File: src/hdl/uartrb_pkg.sv
package uartrb_pkg;

  localparam int DEFAULT_DEPTH = 64;

  localparam logic [1:0] REQ_LINE_RX  = 2'd0;
  localparam logic [1:0] REQ_HOST_RD  = 2'd1;
  localparam logic [1:0] REQ_HOST_WR  = 2'd2;
  localparam logic [1:0] REQ_TX_READY = 2'd3;

  localparam logic [1:0] ERR_NONE      = 2'd0;
  localparam logic [1:0] ERR_RX_OVFL   = 2'd1;
  localparam logic [1:0] ERR_RX_UNDFL  = 2'd2;
  localparam logic [1:0] ERR_TX_OVFL   = 2'd3;

  localparam logic [0:0] REG_BLOCKING_MODE = 1'd0;

  typedef struct packed {
    logic [1:0] req_type;
    logic [7:0] byte_in;
  } req_t;

  typedef struct packed {
    logic [7:0] byte_out;
    logic       line_send;
    logic       accepted;
    logic [1:0] last_error;
    logic [5:0] rx_count;
    logic       tx_pending;
  } rsp_t;

  typedef struct packed {
    logic full;
    logic empty;
  } ring_stat_t;

  typedef struct packed {
    logic push;
    logic pop;
  } ring_ctl_t;

endpackage

File: src/hdl/uartrb_ring.sv
module uartrb_ring import uartrb_pkg::*; #(
  parameter int BUFFER_DEPTH = DEFAULT_DEPTH,
  localparam int PW = $clog2(BUFFER_DEPTH)
) (
  input  logic          clk,
  input  logic          rst,
  input  ring_ctl_t     ctl,
  input  logic [7:0]    wdata,
  output ring_stat_t    stat,
  output logic [PW-1:0] count,
  output logic [7:0]    rdata
);

  logic [7:0]    store [BUFFER_DEPTH];
  logic [PW-1:0] head;
  logic [PW-1:0] tail;
  logic [PW-1:0] head_inc;
  logic [PW-1:0] tail_inc;

  // pointers wrap on their own width: the depth is a power of two
  assign head_inc   = head + 1'b1;
  assign tail_inc   = tail + 1'b1;
  assign stat.full  = (head_inc == tail);
  assign stat.empty = (head == tail);
  assign count      = head - tail;

  always_ff @(posedge clk) begin
    if (rst) begin
      head <= '0;
      tail <= '0;
    end else begin
      if (ctl.push) begin
        head <= head_inc;
      end
      if (ctl.pop) begin
        tail <= tail_inc;
      end
    end
  end

  // pre-increment: store at the advanced head, load from the advanced tail
  always_ff @(posedge clk) begin
    if (ctl.push) begin
      store[head_inc] <= wdata;
    end
  end

  always_ff @(posedge clk) begin
    if (ctl.pop) begin
      rdata <= store[tail_inc];
    end
  end

endmodule

File: src/hdl/uart_rx_tx_ring_buffers_top.sv
// UART receive/transmit ring buffers between a serial line and a host.
// Request channel (req_valid/req_stall/req): one event per item, either a
// byte from the line, a host read, a host write or a transmitter-ready event.
// Response channel (rsp_valid/rsp_stall/rsp): exactly one result per item,
// in order, carrying the byte read or sent, status, last error, receive
// count and the transmit-pending flag.
// The event is decided and the buffer memory read at the accepting edge, and
// the result register loads from the memory-read stage when the output does
// not stall. Throughput is one item per cycle when there is no stall, set by
// the single pass through the pointer compare and a read and a write port per
// buffer. When the consumer stalls, the result register holds and one more
// item may sit in the memory-read stage; after that req_stall rises until the
// result is taken. Reset clears both buffers to empty, the error to none,
// send-enable to 0 and blocking_mode to 1; memory contents are not cleared
// and need not be. The user must write blocking_mode over the APB port at
// address 0 only while idle; the block itself does not enforce this.
module uart_rx_tx_ring_buffers_top import uartrb_pkg::*; #(
  parameter int BUFFER_DEPTH = DEFAULT_DEPTH
) (
  input  logic        clk,
  input  logic        rst,
  input  logic        req_valid,
  output logic        req_stall,
  input  req_t        req,
  output logic        rsp_valid,
  input  logic        rsp_stall,
  output rsp_t        rsp,
  input  logic        psel,
  input  logic        penable,
  input  logic        pwrite,
  input  logic [2:0]  paddr,
  input  logic [31:0] pwdata,
  output logic [31:0] prdata,
  output logic        pready
);

  localparam int PW = $clog2(BUFFER_DEPTH);

  logic          blocking_mode;
  logic [1:0]    error_code;
  logic [1:0]    error_code_next;
  logic          send_enable;
  logic          send_enable_next;

  ring_ctl_t     rx_ctl;
  ring_ctl_t     tx_ctl;
  ring_stat_t    rx_stat;
  ring_stat_t    tx_stat;
  logic [PW-1:0] rx_cnt;
  logic [PW-1:0] tx_cnt;
  logic [PW-1:0] rx_cnt_next;
  logic [7:0]    rx_rdata;
  logic [7:0]    tx_rdata;

  logic          take;
  logic          line_send;
  logic          accepted;

  // memory-read stage
  logic          s1_valid;
  logic          s1_rx_rd;
  logic          s1_tx_rd;
  rsp_t          s1;
  logic          s1_adv;

  assign pready = 1'b1;
  assign prdata = (paddr[2] == REG_BLOCKING_MODE) ? {31'd0, blocking_mode} : 32'd0;

  always_ff @(posedge clk) begin
    if (rst) begin
      blocking_mode <= 1'b1;
    end else if (psel && penable && pwrite && paddr[2] == REG_BLOCKING_MODE) begin
      blocking_mode <= pwdata[0];
    end
  end

  assign s1_adv    = !rsp_valid || !rsp_stall;
  assign req_stall = s1_valid && !s1_adv;
  assign take      = req_valid && !req_stall;

  always_comb begin
    rx_ctl           = '0;
    tx_ctl           = '0;
    line_send        = 1'b0;
    accepted         = 1'b0;
    error_code_next  = error_code;
    send_enable_next = send_enable;
    unique case (req.req_type)
      REQ_LINE_RX: begin
        if (rx_stat.full) begin
          error_code_next = ERR_RX_OVFL;
        end else begin
          rx_ctl.push = take;
          accepted    = 1'b1;
        end
      end
      REQ_HOST_RD: begin
        if (rx_stat.empty) begin
          error_code_next = ERR_RX_UNDFL;
        end else begin
          error_code_next = ERR_NONE;
          rx_ctl.pop      = take;
          accepted        = 1'b1;
        end
      end
      REQ_HOST_WR: begin
        if (tx_stat.full) begin
          // blocking: refuse for retry and keep the error as it is
          if (!blocking_mode) begin
            error_code_next = ERR_TX_OVFL;
          end
        end else begin
          tx_ctl.push      = take;
          send_enable_next = 1'b1;
          error_code_next  = ERR_NONE;
          accepted         = 1'b1;
        end
      end
      REQ_TX_READY: begin
        if (send_enable) begin
          if (tx_stat.empty) begin
            send_enable_next = 1'b0;
          end else begin
            tx_ctl.pop = take;
            line_send  = 1'b1;
            accepted   = 1'b1;
          end
        end
      end
      default: begin
      end
    endcase
  end

  always_comb begin
    rx_cnt_next = rx_cnt;
    if (rx_ctl.push) begin
      rx_cnt_next = rx_cnt + 1'b1;
    end else if (rx_ctl.pop) begin
      rx_cnt_next = rx_cnt - 1'b1;
    end
  end

  uartrb_ring #(.BUFFER_DEPTH(BUFFER_DEPTH)) u_rx_ring (
    .clk   (clk),
    .rst   (rst),
    .ctl   (rx_ctl),
    .wdata (req.byte_in),
    .stat  (rx_stat),
    .count (rx_cnt),
    .rdata (rx_rdata)
  );

  uartrb_ring #(.BUFFER_DEPTH(BUFFER_DEPTH)) u_tx_ring (
    .clk   (clk),
    .rst   (rst),
    .ctl   (tx_ctl),
    .wdata (req.byte_in),
    .stat  (tx_stat),
    .count (tx_cnt),
    .rdata (tx_rdata)
  );

  always_ff @(posedge clk) begin
    if (rst) begin
      error_code  <= ERR_NONE;
      send_enable <= 1'b0;
    end else if (take) begin
      error_code  <= error_code_next;
      send_enable <= send_enable_next;
    end
  end

  always_ff @(posedge clk) begin
    if (rst) begin
      s1_valid <= 1'b0;
    end else if (take) begin
      s1_valid <= 1'b1;
    end else if (s1_adv) begin
      s1_valid <= 1'b0;
    end
  end

  // byte_out is filled from the memory read data on the way out for reads, else 0
  always_ff @(posedge clk) begin
    if (take) begin
      s1_rx_rd      <= rx_ctl.pop;
      s1_tx_rd      <= tx_ctl.pop;
      s1.byte_out   <= 8'd0;
      s1.line_send  <= line_send;
      s1.accepted   <= accepted;
      s1.last_error <= error_code_next;
      s1.rx_count   <= 6'(rx_cnt_next);
      s1.tx_pending <= send_enable_next;
    end
  end

  always_ff @(posedge clk) begin
    if (rst) begin
      rsp_valid <= 1'b0;
    end else if (s1_adv) begin
      rsp_valid <= s1_valid;
    end
  end

  always_ff @(posedge clk) begin
    if (s1_valid && s1_adv) begin
      rsp.line_send  <= s1.line_send;
      rsp.accepted   <= s1.accepted;
      rsp.last_error <= s1.last_error;
      rsp.rx_count   <= s1.rx_count;
      rsp.tx_pending <= s1.tx_pending;
      if (s1_rx_rd) begin
        rsp.byte_out <= rx_rdata;
      end else if (s1_tx_rd) begin
        rsp.byte_out <= tx_rdata;
      end else begin
        rsp.byte_out <= s1.byte_out;
      end
    end
  end

  // transmit fill level is not used by this block
  logic tx_cnt_unused;
  assign tx_cnt_unused = ^tx_cnt;

endmodule

File: config.mk
export PLATFORM = sky130hd
export DESIGN_NAME = uart_rx_tx_ring_buffers_top
export DESIGN_NICKNAME = d
export VERILOG_FILES = /design/src/hdl/uartrb_pkg.sv /design/src/hdl/uartrb_ring.sv /design/src/hdl/uart_rx_tx_ring_buffers_top.sv
export SDC_FILE = /design/constraint.sdc
export NUM_CORES = 1
export LEC_CHECK = 0
export BUFFER_PORTS_ARGS = -buffer_cell sky130_fd_sc_hd__buf_2
export CORE_MARGIN = 5
export CORE_UTILIZATION = 52
export DETAILED_ROUTE_END_ITERATION = 7
export PLACE_DENSITY = 0.7
export SYNTH_ARGS = -nofsm -noshare
export SYNTH_HDL_FRONTEND = slang
export SYNTH_SLANG_ARGS = --single-unit
File: constraint.sdc
create_clock -name clk -period 4.1 [get_ports clk]
set_input_delay 0.615 -clock clk [delete_from_list [all_inputs] [get_ports clk]]
set_output_delay 0.615 -clock clk [all_outputs]
set_load 0.05 [all_outputs]
-- Yosys cells after proc, flatten, opt, wreduce, memory -nomap -nowiden
Memory sizes are Yosys's and may differ from the RTL's. A register that Yosys moved wholly into a read port is not among the register bits.
Cells that the tools add are included.
W data, S select, Z words.
- $add $sub $neg: 7
- equal/unequal tests: 7
- mux-type cells: 33
- bitwise logic cells: 1
- reduce and logical (&&, ||, !) cells: 13
- operators by type and width (operator ; number):
    $add A6 B1 Y6 const B ; 5
    $eq A6 B6 Y1 ; 4
    $mux W1 ; 22
    $mux W8 ; 2
    $mux W6 ; 2
    $mux W2 ; 4
    $logic_and A1 B1 Y1 ; 6
    $pmux W2 S3 ; 1
    $sub A6 B1 Y6 const B ; 1
    $sub A6 B6 Y6 ; 1
    $eq A2 B2 Y1 const B ; 2
    $logic_not A1 Y1 ; 4
    $pmux W1 S4 ; 1
    $eq A2 B1 Y1 const B ; 1
    $logic_not A2 Y1 ; 1
    $pmux W1 S2 ; 1
    $reduce_bool A2 Y1 ; 1
    $logic_or A1 B1 Y1 ; 1
    $not A1 Y1 ; 1
- bits in registers: 62
- bits in writable memories: 1024
- word-level logic and storage cells: 85
- memories: 2
- memories (name ; depth ; bits a word ; read ports ; clocked after Yosys merged registers in ; write ports ; line ; RTL):
    u_rx_ring.store ; 64 ; 8 ; 1 ; 1 ; 1 ; uartrb_ring.sv:14 ; logic [7:0] store [BUFFER_DEPTH];
    u_tx_ring.store ; 64 ; 8 ; 1 ; 1 ; 1 ; uartrb_ring.sv:14 ;

-- Longest topological paths before layout
- depth in word-level cells: 10
- depth in mapped cells: 11
- mapped depth without buffers: 10

-- By module
Synthesis repeated with hierarchy kept, for this count alone.
- cell total of the unflattened synthesis: 2306
- area, all modules: 44252.4 um2
- modules (own cells, without submodules) (module ; times used ; cells an instance ; area an instance (um2) ; seq. area each (um2)):
    uartrb_ring at u_tx_ring ; 1 ; 1153 ; 21290.4 ; 15855.2
    uartrb_ring at u_rx_ring ; 1 ; 984 ; 21005.1 ; 15855.2
    uart_rx_tx_ring_buffers_top ; 1 ; 169 ; 1956.9 ; 1081.0

-- Worst setup path before layout
No wires, ideal clock.
- kind: register -> register
- from: register u_rx_ring.tail[3]
- to: register s1[3] in the netlist's numbering (data pin)
- library setup time: 0.270 ns
- data arrival time: 2.580 ns
- data required time: 3.830 ns
- path slack: 1.250 ns
- stages on the path, launching flop included: 10
- path through: dfxtp_1 buf_2 clkinv_1 ha_1 and3_1 nand4_1 nor3b_1 clkbuf_1 a22oi_1 xor2_1
- RTL lines (what ; line ; RTL):
    from (decl) ; uartrb_ring.sv:16 ; logic [PW-1:0] tail;
    from (signal assigned) ; uartrb_ring.sv:36 ; tail <= tail_inc;
    to (decl) ; uart_rx_tx_ring_buffers_top.sv:63 ; rsp_t s1;

-- Final worst setup path
- from: register u_rx_ring.head[0]
- to: memory u_rx_ring.store[30][4] (enable)
- word-level cells in the longest chain between the ends: 6
- RTL lines (what ; line ; RTL):
    from (decl) ; uartrb_ring.sv:15 ; logic [PW-1:0] head;
    from (signal assigned) ; uartrb_ring.sv:33 ; head <= head_inc;
    $add A6 B1 Y6 * ; uartrb_ring.sv:21 ; assign head_inc = head + 1'b1;
    $eq A6 B6 Y1 ; uartrb_ring.sv:23 ; assign stat.full = (head_inc == tail);
    $mux W1 ; uart_rx_tx_ring_buffers_top.sv:90 ; if (rx_stat.full) begin
    $mux W1 ; uart_rx_tx_ring_buffers_top.sv:88 ; unique case (req.req_type)
    $mux W1 ; uartrb_ring.sv:43 ; if (ctl.push) begin
    $mux W1 (implied by the code) ; uartrb_ring.sv:44 ; store[head_inc] <= wdata;
    to (decl) ; uartrb_ring.sv:14 ;
Mark *: on every way between the ends. The rest lies on a longest branch, timed or not.

==> metrics.md <==
| Metric | Value |
|---|---|
| Worst Tran Pin Value | 1.247 ns |
| Setup crit end kind | flip-flop |
| GPL Wtd Cong | 0.8745 |
| Initial Utilization | 52.42% |
| # H-tree levels | 3 |
| Die Y | 300.2 um |
| Status | completed |
| Min-delay src | rsp_stall |
| Final TNS setup | 0 ns |
| First-pass GRT wire length | 141000 um |
| DR iter-0 viols | 2213 |
| First-pass DRT Iterations | 7 |
| Nets | 2402 |
| Worst VDD drop | 0.3894 mV |
| Final period util | 90.64% |
| Post-route DRC | 0 |
| Vias post-DR | 21310 |
| GRT Util Overall | 20.86% |
| Slew Limit Fails | 0 |
| Max clock buf depth | 3 |
| Crit path from | u_rx_ring.head[0]$_SDFFE_PP0P_ |
| Clk pin slew, worst setup/hold paths | 0.06 ns |
| Power Dens Cells | 455.4 mW/mm^2 |
| Max Cap Violations | 0 |
| Clk_skew | 0.01805 ns |
| Initial antenna violation count | 3 |
| Worst path cell trace | ha_1 > nand3_1 > xnor2_1 > nand4_1 > nor2_1 > nor3_2 > nand3_1 > buf_4 > nor2_1 |
| Ratio of cells with drive above 1 in the final layout | 25.80% |
| Worst setup SP type | flip-flop |
| Non-filler cells, final | 3499 |
| Total CTS buffers | 105 |
| Post-Syn Area | 0.04380 mm^2 |
| Root buffer cell | clkbuf_16 |
| Commonest non-fill, non-tap cells in the layout | edfxtp_1, mux4_2, nor2_1, buf_4, clkbuf_16 |
| Diode count | 0 |
| Critical Path RT | 4.39 ns |
| Total wire length | 93600 um |
| Synth async-reset ratio | 0% |
| Post-route minimum period | 3.716 ns |
| Max FO, Critical Path | 9 |
| Hold Crit Class | in -> reg |
| Final setup fails | 0 |
| Largest net degree at the start of global routing | 104 |
| Synthesized flop and latch total | 1102 |
| Synth Instances | 2172 |
| CTS Hold Bufs | 0 |
| Number of port buffers | 40 |
| Syn_area_per_cell | 20.17 um^2 |
| R2R Path Start | u_rx_ring.head[0]$_SDFFE_PP0P_ |
| TritonCTS clock tree | built |
| Chip Width | 300.2 um |
| Vias in the first global route | 21640 |
| Worst Path Arrival | 4.00 ns |
| Vias/cell | 6.089 |
| Site Rows | 106 |
| RSZ-0062 raised after global routing | no |
| Area Growth Syn to Fin | 12.44% |
| Core ar. | 0.08356 mm^2 |
| Post-synthesis sequential area ratio | 74.86% |
| Commonest non-fill, non-tap cell in the layout | edfxtp_1 |
| Slew HR | 16.29% |
| Antenna Nets Post-Route | 0 |
| CTS sink cnt | 1102 |
| Postcts setup bufs | 0 |
| Die area | 0.09014 mm^2 |
| Dpl cells | 3310 |
| Final count of hold timing violations | 0 |
| Final HPWL DP | 58480 um |
| Worst path slowest cell | nor2_1 |
| FILL cells | 5962 |
| Crit Path Category | reg -> reg |
| DR WL/cell | 26.75 um |
| Number of synthesized flops with an enable pin | 1072 |
| Largest stage delay, worst path | 0.62 ns |
| Gr ovfl total | 0 |
| I/O pin count | 106 |
| Yosys warnings | 0 |
| Distinct cells, synth | 58 |
| Top FF cell, synth | edfxtp_1 |
| Number of gates resized after cts | 0 |
| Leakage | 0.01526 uW |
| Clk_lat worst skew | 0.67 ns |
| Max Clk Rate | 269.1 MHz |
## cell usage after synthesis, types with 3 or more instances
cell type  count  area (um^2)
a21o_1         4        30.03
a21oi_1       24        120.1
a221oi_1       6        52.55
a222oi_1       6        60.06
a22o_1         7        61.31
a31oi_1        3        18.77
a32oi_1       12        105.1
and3_1         9        56.30
buf_1          9        33.78
buf_2         29        145.1
buf_4         43        322.8
clkbuf_1      58        217.7
dfxtp_1       30        600.6
edfxtp_1    1072        32190
ha_1          12        150.1
inv_1         13        48.80
mux2_2         8        90.09
mux2i_1       40        400.4
mux4_2       290         6531
nand2_1       79        296.5
nand2b_1       4        25.02
nand3_1       38        190.2
nand3b_1       5        37.54
nand4_1        7        43.79
nor2_1       203        762.0
nor2b_1        8        50.05
nor3_1         6        30.03
o2111ai_1      3        26.28
o21ai_0       34        170.2
o31ai_1        4        30.03
or3_1          3        18.77
xnor2_1       45        394.1
xor2_1        26        227.7
## layout make-up
| class | count | area [um^2] | area share (%) |
|---|---|---|---|
| Clock inverter | 62 | 609.3 | 1.237 |
| Multi-Input combinational cell | 945 | 10440 | 21.19 |
| Tap cell | 1080 | 1351 | 2.744 |
| Timing Repair Buffer | 168 | 1256 | 2.551 |
| Sequential cell | 1102 | 32800 | 66.60 |
| Inverter | 15 | 56.30 | 0.1143 |
| Clock buffer | 127 | 2741 | 5.566 |
## routing by layer
layer	wire (um)	track usage (%)	share of wire [%]
met5	34	0	0.036
met4	2590	5.818	2.8
met3	6714	3.235	7.2
met2	45530	33.34	49
met1	38720	30.60	41
## flip-flops by register name, summed over array words and instances (netlist names), 2 cells and up
register and count:
u_rx_ring.store 512, u_tx_ring.store 512, rsp 19, s1 11
u_rx_ring.rdata 8, u_tx_ring.rdata 8, u_rx_ring.head 6, u_rx_ring.tail 6
u_tx_ring.head 6, u_tx_ring.tail 6, error_code 2
## final timing paths
check / depth (start not counted) / slack [ns] / endpoint
max: 9 / 0.38 / u_rx_ring.store[30][4]$_DFFE_PP_
min: 3 / 0.26 / rsp_valid$_SDFFE_PP0N_
max reg2reg: 9 / 0.38 / u_rx_ring.store[30][4]$_DFFE_PP_
min reg2reg: 0 / 0.42 / rsp[0]$_DFFE_PP_
## metrics by stage
| stage | cell area, um^2 | setup WS (ns) | hold slack (ns) | power [uW] | util, % |
|---|---|---|---|---|---|
| after floorplan | 43910 | 1.250 | 0.4003 | 12940 | - |
| after global placement | 45900 | 0.5093 | 0.4140 | 13180 | 54.93 |
| after detailed placement | 45900 | 0.4160 | 0.4071 | 13200 | 54.93 |
| after CTS | 49250 | 0.4061 | 0.2324 | 22570 | 58.94 |
| after global routing | 49250 | 0.1306 | 0.2566 | 23100 | 58.94 |
| final | 49250 | 0.3838 | 0.2554 | 22430 | 58.94 |
## kinds of logic after synthesis
| logic type | count (synthesis) | synth area share [%] |
|---|---|---|
| AND/OR/NAND/NOR | 370 | 3.599 |
| multiplexers | 338 | 16.03 |
| AO/OA/AOI/OAI | 121 | 1.885 |
| buffers and inverters | 155 | 1.797 |
| XOR/XNOR | 71 | 1.420 |
| other | 2 | 0.01715 |
| flip-flops | 1102 | 74.86 |
| adder cells (fa/ha/maj) | 13 | 0.3885 |
## report_power, final
part	leakage (uW)	total [uW]	internal, uW	switching (uW)
clock network	0.00163	9460	5440	4020
registers	0.00990	12400	12400	29.4
logic	0.00372	553	129	424
## critical path, delay by kind of cell, from the launching register on
family                   cells  cell delay (ns)
AND/OR/NAND/NOR              6             2.02
XOR/XNOR                     1             0.20
adder cells (fa/ha/maj)      1             0.30
buffers and inverters        1             0.34
flip-flops                   1             0.48
Note: power is estimated with default switching activity, not from simulation.
